===== src/design/mpm_pkg.sv =====
// ----------------------------------------------------------------------------
// mpm_pkg
// Types and constants used by the multi-pattern matcher.
// ----------------------------------------------------------------------------
`default_nettype none

package mpm_pkg;

  // Most results given for one text beat.
  localparam int unsigned MAX_RESULTS = 8;

  typedef enum logic [1:0] {
    OP_LOAD_CHAR = 2'd0,
    OP_LOAD_LEN  = 2'd1,
    OP_TEXT      = 2'd2
  } op_e;

  typedef enum logic [1:0] {
    ST_IDLE,
    ST_WRITE,
    ST_SCAN,
    ST_FLUSH
  } state_e;

  typedef struct packed {
    op_e        op;
    logic [2:0] slot;
    logic [3:0] offset;
    logic [7:0] symbol;
    logic [4:0] length_value;
    logic       first;
  } in_item_t;

  typedef struct packed {
    logic [2:0]  match_slot;
    logic [15:0] start_position;
    logic        overflow;
    logic        last;
  } out_item_t;

endpackage

`default_nettype wire


===== src/design/mpm_ram.sv =====
// ----------------------------------------------------------------------------
// mpm_ram
// Generic single-write, single-read RAM with a registered read port.
// ----------------------------------------------------------------------------
`default_nettype none

module mpm_ram #(
  parameter int unsigned WIDTH = 8,
  parameter int unsigned DEPTH = 8
) (
  input  wire logic                                      clk_i,
  input  wire logic                                      we_i,
  input  wire logic [((DEPTH > 1) ? $clog2(DEPTH) : 1)-1:0] waddr_i,
  input  wire logic [WIDTH-1:0]                          wdata_i,
  input  wire logic                                      re_i,
  input  wire logic [((DEPTH > 1) ? $clog2(DEPTH) : 1)-1:0] raddr_i,
  output logic      [WIDTH-1:0]                          rdata_o
);

  logic [WIDTH-1:0] mem_q [DEPTH];

  always_ff @(posedge clk_i) begin
    if (we_i) begin
      mem_q[waddr_i] <= wdata_i;
    end
  end

  always_ff @(posedge clk_i) begin
    if (re_i) begin
      rdata_o <= mem_q[raddr_i];
    end
  end

endmodule

`default_nettype wire


===== src/design/multi_pattern_matcher.sv =====
// ----------------------------------------------------------------------------
// multi_pattern_matcher
// Naive multi-pattern matcher: patterns sit one per row in a RAM, and each
// text beat scans the rows against a shift-register history window.
// ----------------------------------------------------------------------------
// Load beats (character or length) read the row, then merge and write it
// back. A text beat scans every pattern row: the scan reads one pattern row
// per cycle from the single RAM read port, and a full output register stalls
// it. Each match waits in a pending register before the output register.
// Reset clears slot valid bits, history fill, position and saturation; the
// pattern RAM is never cleared, an unwritten slot reads as length zero.
// ----------------------------------------------------------------------------
`default_nettype none

module multi_pattern_matcher #(
  parameter int unsigned NUM_PATTERNS    = 8,
  parameter int unsigned MAX_PATTERN_LEN = 16,
  parameter int unsigned POSITION_BITS   = 16
) (
  input  wire logic               clk_i,
  input  wire logic               rst_ni,
  input  wire logic               in_valid_i,
  output logic                    in_stall_o,
  input  wire mpm_pkg::in_item_t  in_data_i,
  output logic                    out_valid_o,
  input  wire logic               out_stall_i,
  output mpm_pkg::out_item_t      out_data_o
);

  import mpm_pkg::*;

  localparam int unsigned SW    = (NUM_PATTERNS > 1) ? $clog2(NUM_PATTERNS) : 1;
  localparam int unsigned NW    = $clog2(NUM_PATTERNS + 1);
  localparam int unsigned HW    = (MAX_PATTERN_LEN > 1) ? $clog2(MAX_PATTERN_LEN) : 1;
  localparam int unsigned LEN_W = $clog2(MAX_PATTERN_LEN + 1);
  localparam int unsigned CHR_W = 8 * MAX_PATTERN_LEN;
  localparam int unsigned ROW_W = LEN_W + CHR_W;
  localparam int unsigned CNT_W = $clog2(MAX_RESULTS + 1);
  localparam logic [POSITION_BITS-1:0] POS_MAX = '1;

  // --------------------------------------------------------------------------
  // State
  // --------------------------------------------------------------------------
  state_e             state_q, state_d;
  logic [NUM_PATTERNS-1:0] slot_vld_q;
  logic [7:0]         hist_q [MAX_PATTERN_LEN];
  logic [LEN_W-1:0]   fill_q;
  logic [POSITION_BITS-1:0] pos_q, cur_q;
  logic               sat_q, clamped_q;

  // load beat held for the write-back cycle
  logic [SW-1:0]      wslot_q;
  op_e                wop_q;
  logic [3:0]         woffset_q;
  logic [7:0]         wsymbol_q;
  logic [LEN_W-1:0]   wlen_q;

  // scan
  logic               data_vld_q;
  logic [SW-1:0]      eval_idx_q;
  logic [NW-1:0]      next_rd_q;
  logic [CNT_W-1:0]   cnt_q;
  logic               pend_vld_q;
  out_item_t          pend_q;
  out_item_t          pend_last;
  logic               out_valid_q;
  out_item_t          out_q;

  // RAM port
  logic               ram_re, ram_we;
  logic [SW-1:0]      ram_raddr;
  logic [ROW_W-1:0]   ram_wdata, ram_rdata;

  mpm_ram #(
    .WIDTH (ROW_W),
    .DEPTH (NUM_PATTERNS)
  ) u_pattern_ram (
    .clk_i   (clk_i),
    .we_i    (ram_we),
    .waddr_i (wslot_q),
    .wdata_i (ram_wdata),
    .re_i    (ram_re),
    .raddr_i (ram_raddr),
    .rdata_o (ram_rdata)
  );

  // --------------------------------------------------------------------------
  // Input decode
  // --------------------------------------------------------------------------
  logic in_acc, slot_ok, off_ok, is_load, is_text;
  logic [LEN_W-1:0] len_clamped;

  assign in_acc  = in_valid_i && !in_stall_o;
  assign slot_ok = int'(in_data_i.slot) < NUM_PATTERNS;
  assign off_ok  = int'(in_data_i.offset) < MAX_PATTERN_LEN;

  always_comb begin
    is_load = 1'b0;
    is_text = 1'b0;
    case (in_data_i.op)
      OP_LOAD_CHAR: is_load = slot_ok && off_ok;
      OP_LOAD_LEN:  is_load = slot_ok;
      OP_TEXT:      is_text = 1'b1;
      default:      ;
    endcase
  end

  always_comb begin
    if (int'(in_data_i.length_value) > MAX_PATTERN_LEN) begin
      len_clamped = LEN_W'(MAX_PATTERN_LEN);
    end else begin
      len_clamped = LEN_W'(in_data_i.length_value);
    end
  end

  // --------------------------------------------------------------------------
  // Row compare against the history window
  // --------------------------------------------------------------------------
  logic [LEN_W-1:0]   row_len;
  logic [CHR_W-1:0]   row_chr;
  logic               row_ok;
  logic               match_hit;
  logic [HW-1:0]      hidx;
  logic [POSITION_BITS-1:0] start_pos;
  logic [POSITION_BITS+15:0] start_ext;
  out_item_t          new_res;

  assign row_chr = ram_rdata[CHR_W-1:0];
  assign row_len = slot_vld_q[eval_idx_q] ? ram_rdata[ROW_W-1:CHR_W] : '0;

  always_comb begin
    row_ok = (row_len != '0) && (row_len <= fill_q);
    hidx   = '0;
    for (int i = 0; i < MAX_PATTERN_LEN; i++) begin
      hidx = HW'(int'(row_len) - 1 - i);
      if (i < int'(row_len) && row_chr[i*8 +: 8] != hist_q[hidx]) begin
        row_ok = 1'b0;
      end
    end
  end

  assign match_hit = data_vld_q && row_ok && (cnt_q < CNT_W'(MAX_RESULTS));
  assign start_pos = cur_q - POSITION_BITS'(row_len) + POSITION_BITS'(1);
  assign start_ext = {16'b0, start_pos};

  always_comb begin
    new_res                = '0;
    new_res.match_slot     = 3'(eval_idx_q);
    new_res.start_position = start_ext[15:0];
    new_res.overflow       = clamped_q;
    new_res.last           = 1'b0;
  end

  always_comb begin
    pend_last      = pend_q;
    pend_last.last = 1'b1;
  end

  logic out_free, take, consumed, advance, scan_done, out_load;

  assign out_free  = !out_valid_q || !out_stall_i;
  assign take      = match_hit && (!pend_vld_q || out_free);
  assign consumed  = data_vld_q && (!match_hit || take);
  assign advance   = !data_vld_q || consumed;
  assign scan_done = advance && (next_rd_q == NW'(NUM_PATTERNS));
  assign out_load  = (state_q == ST_SCAN && take && pend_vld_q) ||
                     (state_q == ST_FLUSH && pend_vld_q && out_free);

  // --------------------------------------------------------------------------
  // Next state
  // --------------------------------------------------------------------------
  always_comb begin
    state_d = state_q;
    case (state_q)
      ST_IDLE: begin
        if (in_acc && is_load) begin
          state_d = ST_WRITE;
        end else if (in_acc && is_text) begin
          state_d = ST_SCAN;
        end
      end
      ST_WRITE: state_d = ST_IDLE;
      ST_SCAN: begin
        if (scan_done) begin
          state_d = ST_FLUSH;
        end
      end
      ST_FLUSH: begin
        if (!pend_vld_q || out_free) begin
          state_d = ST_IDLE;
        end
      end
      default: state_d = ST_IDLE;
    endcase
  end

  // --------------------------------------------------------------------------
  // Control outputs
  // --------------------------------------------------------------------------
  always_comb begin
    in_stall_o = 1'b1;
    ram_re     = 1'b0;
    ram_raddr  = '0;
    ram_we     = 1'b0;
    case (state_q)
      ST_IDLE: begin
        in_stall_o = 1'b0;
        if (in_acc && is_load) begin
          ram_re    = 1'b1;
          ram_raddr = SW'(in_data_i.slot);
        end else if (in_acc && is_text) begin
          ram_re    = 1'b1;
          ram_raddr = '0;
        end
      end
      ST_WRITE: ram_we = 1'b1;
      ST_SCAN: begin
        if (advance && next_rd_q < NW'(NUM_PATTERNS)) begin
          ram_re    = 1'b1;
          ram_raddr = next_rd_q[SW-1:0];
        end
      end
      ST_FLUSH: ;
      default: ;
    endcase
  end

  // merge the load beat into the row read back
  always_comb begin
    ram_wdata = slot_vld_q[wslot_q] ? ram_rdata : '0;
    case (wop_q)
      OP_LOAD_CHAR: begin
        for (int i = 0; i < MAX_PATTERN_LEN; i++) begin
          if (int'(woffset_q) == i) begin
            ram_wdata[i*8 +: 8] = wsymbol_q;
          end
        end
      end
      OP_LOAD_LEN: ram_wdata[ROW_W-1:CHR_W] = wlen_q;
      default: ;
    endcase
  end

  // --------------------------------------------------------------------------
  // Registers
  // --------------------------------------------------------------------------
  always_ff @(posedge clk_i or negedge rst_ni) begin
    if (!rst_ni) begin
      state_q <= ST_IDLE;
    end else begin
      state_q <= state_d;
    end
  end

  always_ff @(posedge clk_i or negedge rst_ni) begin
    if (!rst_ni) begin
      slot_vld_q <= '0;
    end else if (ram_we) begin
      slot_vld_q[wslot_q] <= 1'b1;
    end
  end

  always_ff @(posedge clk_i) begin
    if (in_acc && is_load) begin
      wslot_q   <= SW'(in_data_i.slot);
      wop_q     <= in_data_i.op;
      woffset_q <= in_data_i.offset;
      wsymbol_q <= in_data_i.symbol;
      wlen_q    <= len_clamped;
    end
  end

  // history window: shift in the text symbol, newest at index 0
  always_ff @(posedge clk_i) begin
    if (in_acc && is_text) begin
      for (int k = MAX_PATTERN_LEN - 1; k > 0; k--) begin
        hist_q[k] <= hist_q[k-1];
      end
      hist_q[0] <= in_data_i.symbol;
    end
  end

  logic [LEN_W-1:0]         fill_base;
  logic [POSITION_BITS-1:0] pos_base;
  logic                     sat_base;

  assign fill_base = in_data_i.first ? '0 : fill_q;
  assign pos_base  = in_data_i.first ? '0 : pos_q;
  assign sat_base  = in_data_i.first ? 1'b0 : sat_q;

  always_ff @(posedge clk_i or negedge rst_ni) begin
    if (!rst_ni) begin
      fill_q <= '0;
      pos_q  <= '0;
      sat_q  <= 1'b0;
    end else if (in_acc && is_text) begin
      if (fill_base < LEN_W'(MAX_PATTERN_LEN)) begin
        fill_q <= fill_base + LEN_W'(1);
      end else begin
        fill_q <= fill_base;
      end
      if (pos_base == POS_MAX) begin
        pos_q <= POS_MAX;
        sat_q <= 1'b1;
      end else begin
        pos_q <= pos_base + POSITION_BITS'(1);
        sat_q <= sat_base;
      end
    end
  end

  always_ff @(posedge clk_i) begin
    if (in_acc && is_text) begin
      cur_q     <= pos_base;
      clamped_q <= sat_base;
    end
  end

  // scan bookkeeping
  always_ff @(posedge clk_i or negedge rst_ni) begin
    if (!rst_ni) begin
      data_vld_q <= 1'b0;
      eval_idx_q <= '0;
      next_rd_q  <= '0;
    end else if (state_q == ST_IDLE) begin
      if (in_acc && is_text) begin
        data_vld_q <= 1'b1;
        eval_idx_q <= '0;
        next_rd_q  <= NW'(1);
      end
    end else if (state_q == ST_SCAN && advance) begin
      data_vld_q <= ram_re;
      if (ram_re) begin
        eval_idx_q <= ram_raddr;
        next_rd_q  <= next_rd_q + NW'(1);
      end
    end
  end

  // hold one match back so the final one can carry last
  always_ff @(posedge clk_i or negedge rst_ni) begin
    if (!rst_ni) begin
      cnt_q       <= '0;
      pend_vld_q  <= 1'b0;
      out_valid_q <= 1'b0;
    end else begin
      if (out_load) begin
        out_valid_q <= 1'b1;
      end else if (out_valid_q && !out_stall_i) begin
        out_valid_q <= 1'b0;
      end
      if (in_acc && is_text) begin
        cnt_q      <= '0;
        pend_vld_q <= 1'b0;
      end else if (state_q == ST_SCAN && take) begin
        cnt_q      <= cnt_q + CNT_W'(1);
        pend_vld_q <= 1'b1;
      end else if (state_q == ST_FLUSH && pend_vld_q && out_free) begin
        pend_vld_q <= 1'b0;
      end
    end
  end

  always_ff @(posedge clk_i) begin
    if (state_q == ST_SCAN && take) begin
      pend_q <= new_res;
      if (pend_vld_q) begin
        out_q <= pend_q;
      end
    end else if (state_q == ST_FLUSH && pend_vld_q && out_free) begin
      out_q <= pend_last;
    end
  end

  assign out_valid_o = out_valid_q;
  assign out_data_o  = out_q;

  // --------------------------------------------------------------------------
  // Assertions
  // --------------------------------------------------------------------------
  a_fill_range : assert property (@(posedge clk_i) disable iff (!rst_ni)
    fill_q <= LEN_W'(MAX_PATTERN_LEN))
    else $error("history fill beyond window");

  a_sat_pos : assert property (@(posedge clk_i) disable iff (!rst_ni)
    sat_q |-> pos_q == POS_MAX)
    else $error("saturated without position at max");

  a_cnt_range : assert property (@(posedge clk_i) disable iff (!rst_ni)
    cnt_q <= CNT_W'(MAX_RESULTS))
    else $error("result count beyond limit");

  a_data_in_scan : assert property (@(posedge clk_i) disable iff (!rst_ni)
    data_vld_q |-> state_q == ST_SCAN)
    else $error("row data pending outside scan");

  a_flush_drains : assert property (@(posedge clk_i) disable iff (!rst_ni)
    state_q == ST_FLUSH && state_d == ST_IDLE |=> !pend_vld_q)
    else $error("pending match left after flush");

endmodule

`default_nettype wire

===== config.mk =====
export PLATFORM = sky130hd
export DESIGN_NAME = multi_pattern_matcher
export DESIGN_NICKNAME = d
export VERILOG_FILES = /design/src/design/mpm_pkg.sv /design/src/design/mpm_ram.sv /design/src/design/multi_pattern_matcher.sv
export SDC_FILE = /design/constraint.sdc
export NUM_CORES = 2
export LEC_CHECK = 0
export BUFFER_PORTS_ARGS = -buffer_cell sky130_fd_sc_hd__clkbuf_2
export CAP_MARGIN = 40
export CORE_AREA = 2 2 404 366
export CTS_BUF_LIST = sky130_fd_sc_hd__clkbuf_4 sky130_fd_sc_hd__clkbuf_8 sky130_fd_sc_hd__clkbuf_16
export DETAILED_ROUTE_END_ITERATION = 7
export DIE_AREA = 0 0 406 368
export GPL_TIMING_DRIVEN = 0
export PLACE_DENSITY = 0.65
export SYNTH_ARGS = -nofsm -noshare
export SYNTH_HDL_FRONTEND = slang
export SYNTH_SLANG_ARGS = --single-unit

===== constraint.sdc =====
create_clock -name clk_i -period 11.09 [get_ports clk_i]
set_input_delay 1.109 -clock clk_i [delete_from_list [all_inputs] [get_ports clk_i]]
set_output_delay 1.109 -clock clk_i [all_outputs]
set_load 0.05 [all_outputs]

==> summary.txt <==
Cells and area
  – Syn-to-layout area delta: 14.9%
  – # nets final: 6006
  – Util after Layout: 54.8%
  – Fraction of final layout cells sized beyond drive strength 1: 12.6%

GRT
  – Grt total ovfl: 0
  – Gr usage total: 36.2%
  – Number of global-route vias before repair: 51037
  – First-pass GRT wire length: 384000 um
  – Pin count of the biggest net entering global routing: 55
  – Initial antenna violation count: 11

Drt
  – Vias/cell: 6.79
  – Met2 WL: 115000 um
  – Via Count: 54447
  – Post-DR wirelength/cell: 34.2 um
  – Drt total wl: 274000 um
  – Metal-1 WL: 104000 um
  – DRC Markers: 0
  – Post-DRT Antenna Nets: 0
  – DR iter-0 viols: 8814
  – Met3 WL post-DR: 38200 um
  – Top sig layer: met5
  – First drt pass iteration count: 6

Critical path
  – Cells on worst reg2reg path: 27
  – Critical path startpoint category: flip-flop
  – WP depth: 27
  – Arrival time at the worst endpoint: 11.50 ns
  – Slowest-stage cell, CP: clkbuf_1
  – CP Buf/Inv Count: 11
  – CP top delay family: buffers and inverters
  – CP Capture Type: flip-flop
  – FF-to-FF setup slack: 0.14 ns
  – Largest stage delay on the critical path: 0.67 ns
  – WS Path Type: flip-flop to flip-flop
  – WP data required: 11.64 ns
  – CP Max Fanout: 19

Floorplan
  – DIE HEIGHT: 368 um
  – FP Rows: 133
  – Die area: 149000 um^2
  – Io pins: 50
  – Starting Density: 47.7%
  – Die W: 406 um
  – Core ar.: 145000 um^2

Min path
  – Worst hold path type: input port to asynchronous set/reset pin

Clocking
  – CTS tree: built
  – Post-CTS Hold Buffers: 0
  – Root Buffer: clkbuf_16
  – Worst skew pair latency: 0.83 ns
  – CTS Buf Count: 150
  – Clock slew at reported path FFs: 0.07 ns
  – H-tree depth: 4
  – CTS Sinks: 1451
  – Clk buf depth: 3

Synthesis
  – Post-synth EDFFs: 1405
  – Top_reg_cell synth: edfxtp_1
  – Gate Count Post-Synth: 5500
  – Avg Cell Area, Syn: 12.6 um^2
  – Mapped Nets: 5564
  – Number of synthesized register bits: 1451
  – Register area share after synthesis: 62.6%
  – Yosys warns: 0
  – Ys async rst share: 3.17%
  – Synthesized area: 69300 um^2
  – Yosys cell types: 77

Outcome
  – Status: complete, no violations

STA
  – RSZ-0062 raised after global routing: false
  – Worst-Margin Slew: 1.14 ns
  – Rel. slew slack: 23.0%
  – Final-report setup violation count: 0
  – Min cycle time layout: 10.95 ns
  – Final Hold Vio Count: 0
  – Peak Freq: 91.3 MHz
  – Tcrit/Tclk final: 98.7%
  – Clock Skew: 0.0745 ns
  – Hold Slack: 0.246 ns
  – Final Max Slew Viols: 0

Placement
  – DP Wirelength: 198000 um
  – IO Port Bufs: 49
  – Placer Congestion: 1.06

Job
  – Max cap viols: 0
-- flip-flops by register name (all words and copies together), names as in the netlist, 8 cells and up --
| name | cells |
|---|---|
| u_pattern_ram.mem_q | 1064 |
| u_pattern_ram.rdata_o | 133 |
| slot_vld_q | 8 |
| out_data_o | 21 |
| pend_last | 20 |
| wsymbol_q | 8 |
| cur_q | 16 |
| hist_q | 128 |
| pos_q | 16 |
-- routing by layer --
layer | track usage [%] | vias to the layer above
li1 | - | 22557
met1 | 49.4 | 26980
met2 | 51.3 | 4098
met3 | 12.1 | 796
met4 | 19.0 | 16
met5 | 0 | -
-- cells in the mapped netlist, drive strengths merged, types with 64 or more instances --
| library cell | instances | area [um^2] |
|---|---|---|
| nor2 | 107 | 412 |
| mux2i | 172 | 1720 |
| xnor2 | 100 | 876 |
| a21oi | 321 | 1610 |
| and2 | 136 | 851 |
| o211a | 133 | 1330 |
| nand2 | 795 | 2990 |
| a221oi | 143 | 1250 |
| nand3 | 64 | 320 |
| clkbuf | 373 | 1400 |
| o21ai | 209 | 1050 |
| edfxtp | 1405 | 42200 |
| a2111oi | 300 | 2630 |
| buf | 126 | 583 |
| inv | 72 | 270 |
| mux4 | 68 | 1530 |
| nor4 | 181 | 1130 |
| xor2 | 92 | 806 |
| a211oi | 145 | 1090 |
-- cell families (layout without fill, tap and decap cells) --
group,after synthesis,after routing,synth area share (%)
AOI/OAI and AO/OA,1533,1533,16.2
DFF,1451,1451,62.6
and+or+nand+nor,1449,1449,9.71
buffers and inverters,573,1133,3.26
muxes,264,264,5.09
xor gates and xnor gates,193,193,2.46
adders and majority gates,37,37,0.679
other,0,2,0
-- metrics by stage --
| step | TNS, ns | worst slack, ns | cells | cell area (um^2) |
|---|---|---|---|---|
| 4_1_cts | 0 | 0.00985 | 7998 | 79400 |
| 3_5_place_dp | -366.22 | -1.86 | 7728 | 74500 |
| 2_1_floorplan | 0 | 0.368 | 5500 | 69300 |
| 3_3_place_gp | -3828.20 | -7.96 | 7506 | 72000 |
| 6_report | 0 | 0.139 | 8019 | 79600 |
| 5_1_grt | 0 | 0.142 | 8018 | 79600 |
-- cells in the final DEF (no fill, tap or decap), drive strengths merged, types with 7 or more instances in the layout --
master and instances:
and2 136, ha 36, inv 81, a22oi 12, a32o 7, a2111oi 300, xor2 92, xnor2 100
and3 19, o22ai 48, a21boi 7, a31oi 15, mux4 68, a211oi 145, a221oi 143, a211o 35
or2 21, nor3 44, o31ai 33, nand2 795, nand4 17, o21ai 209, a21oi 321, nor2b 30
mux2 24, dfrtp 46, o211a 133, a22o 11, mux2i 172, buf 365, a32oi 45, edfxtp 1405
nor4 181, nor2 107, nand3 64, clkbuf 602, o2111ai 18, nand2b 17, clkinv 76
-- timing repair --
item / in CTS / in global routing
gates resized for setup: 23 / 21
setup buffers: 2 / 1
endpoints found under the setup margin: 274 / 261
pin swaps: 0 / 0
-- worst reg2reg max path, delay by kind of cell, from the launching register on --
family / cells / cell delay, ns
AO/OA/AOI/OAI: 6 / 2.60
XOR/XNOR: 1 / 0.16
adder cells (fa/ha/maj): 1 / 0.47
buffers and inverters: 11 / 4.80
flip-flops: 1 / 0.38
AND/OR/NAND/NOR: 8 / 2.24
-- final timing paths --
| path | startpoint | to |
|---|---|---|
| min | rst_ni | out_valid_o |
| min reg2reg | pend_last[14] | out_data_o[14] |
| max | u_pattern_ram.rdata_o[129] | u_pattern_ram.rdata_o[4] |
| max in group asynchronous | rst_ni | pos_q[10] |
| max reg2reg | u_pattern_ram.rdata_o[129] | u_pattern_ram.rdata_o[4] |
| min in group clk_i | pend_last[14] | out_data_o[14] |
-- cell type report --
cell class	count	area [um^2]
clock inverter	91	801
sequential	1451	43300
fill	12043	65700
multi-input combinational	3476	23900
clock buffer	179	4000
antenna	2	5.00
timing repair buffer	293	2810
buffer	496	2020
inverter	74	278
tap	1957	2450
Power is not shown: default switching activity piles up to over one toggle a cycle in this logic, so the estimate is an artifact.
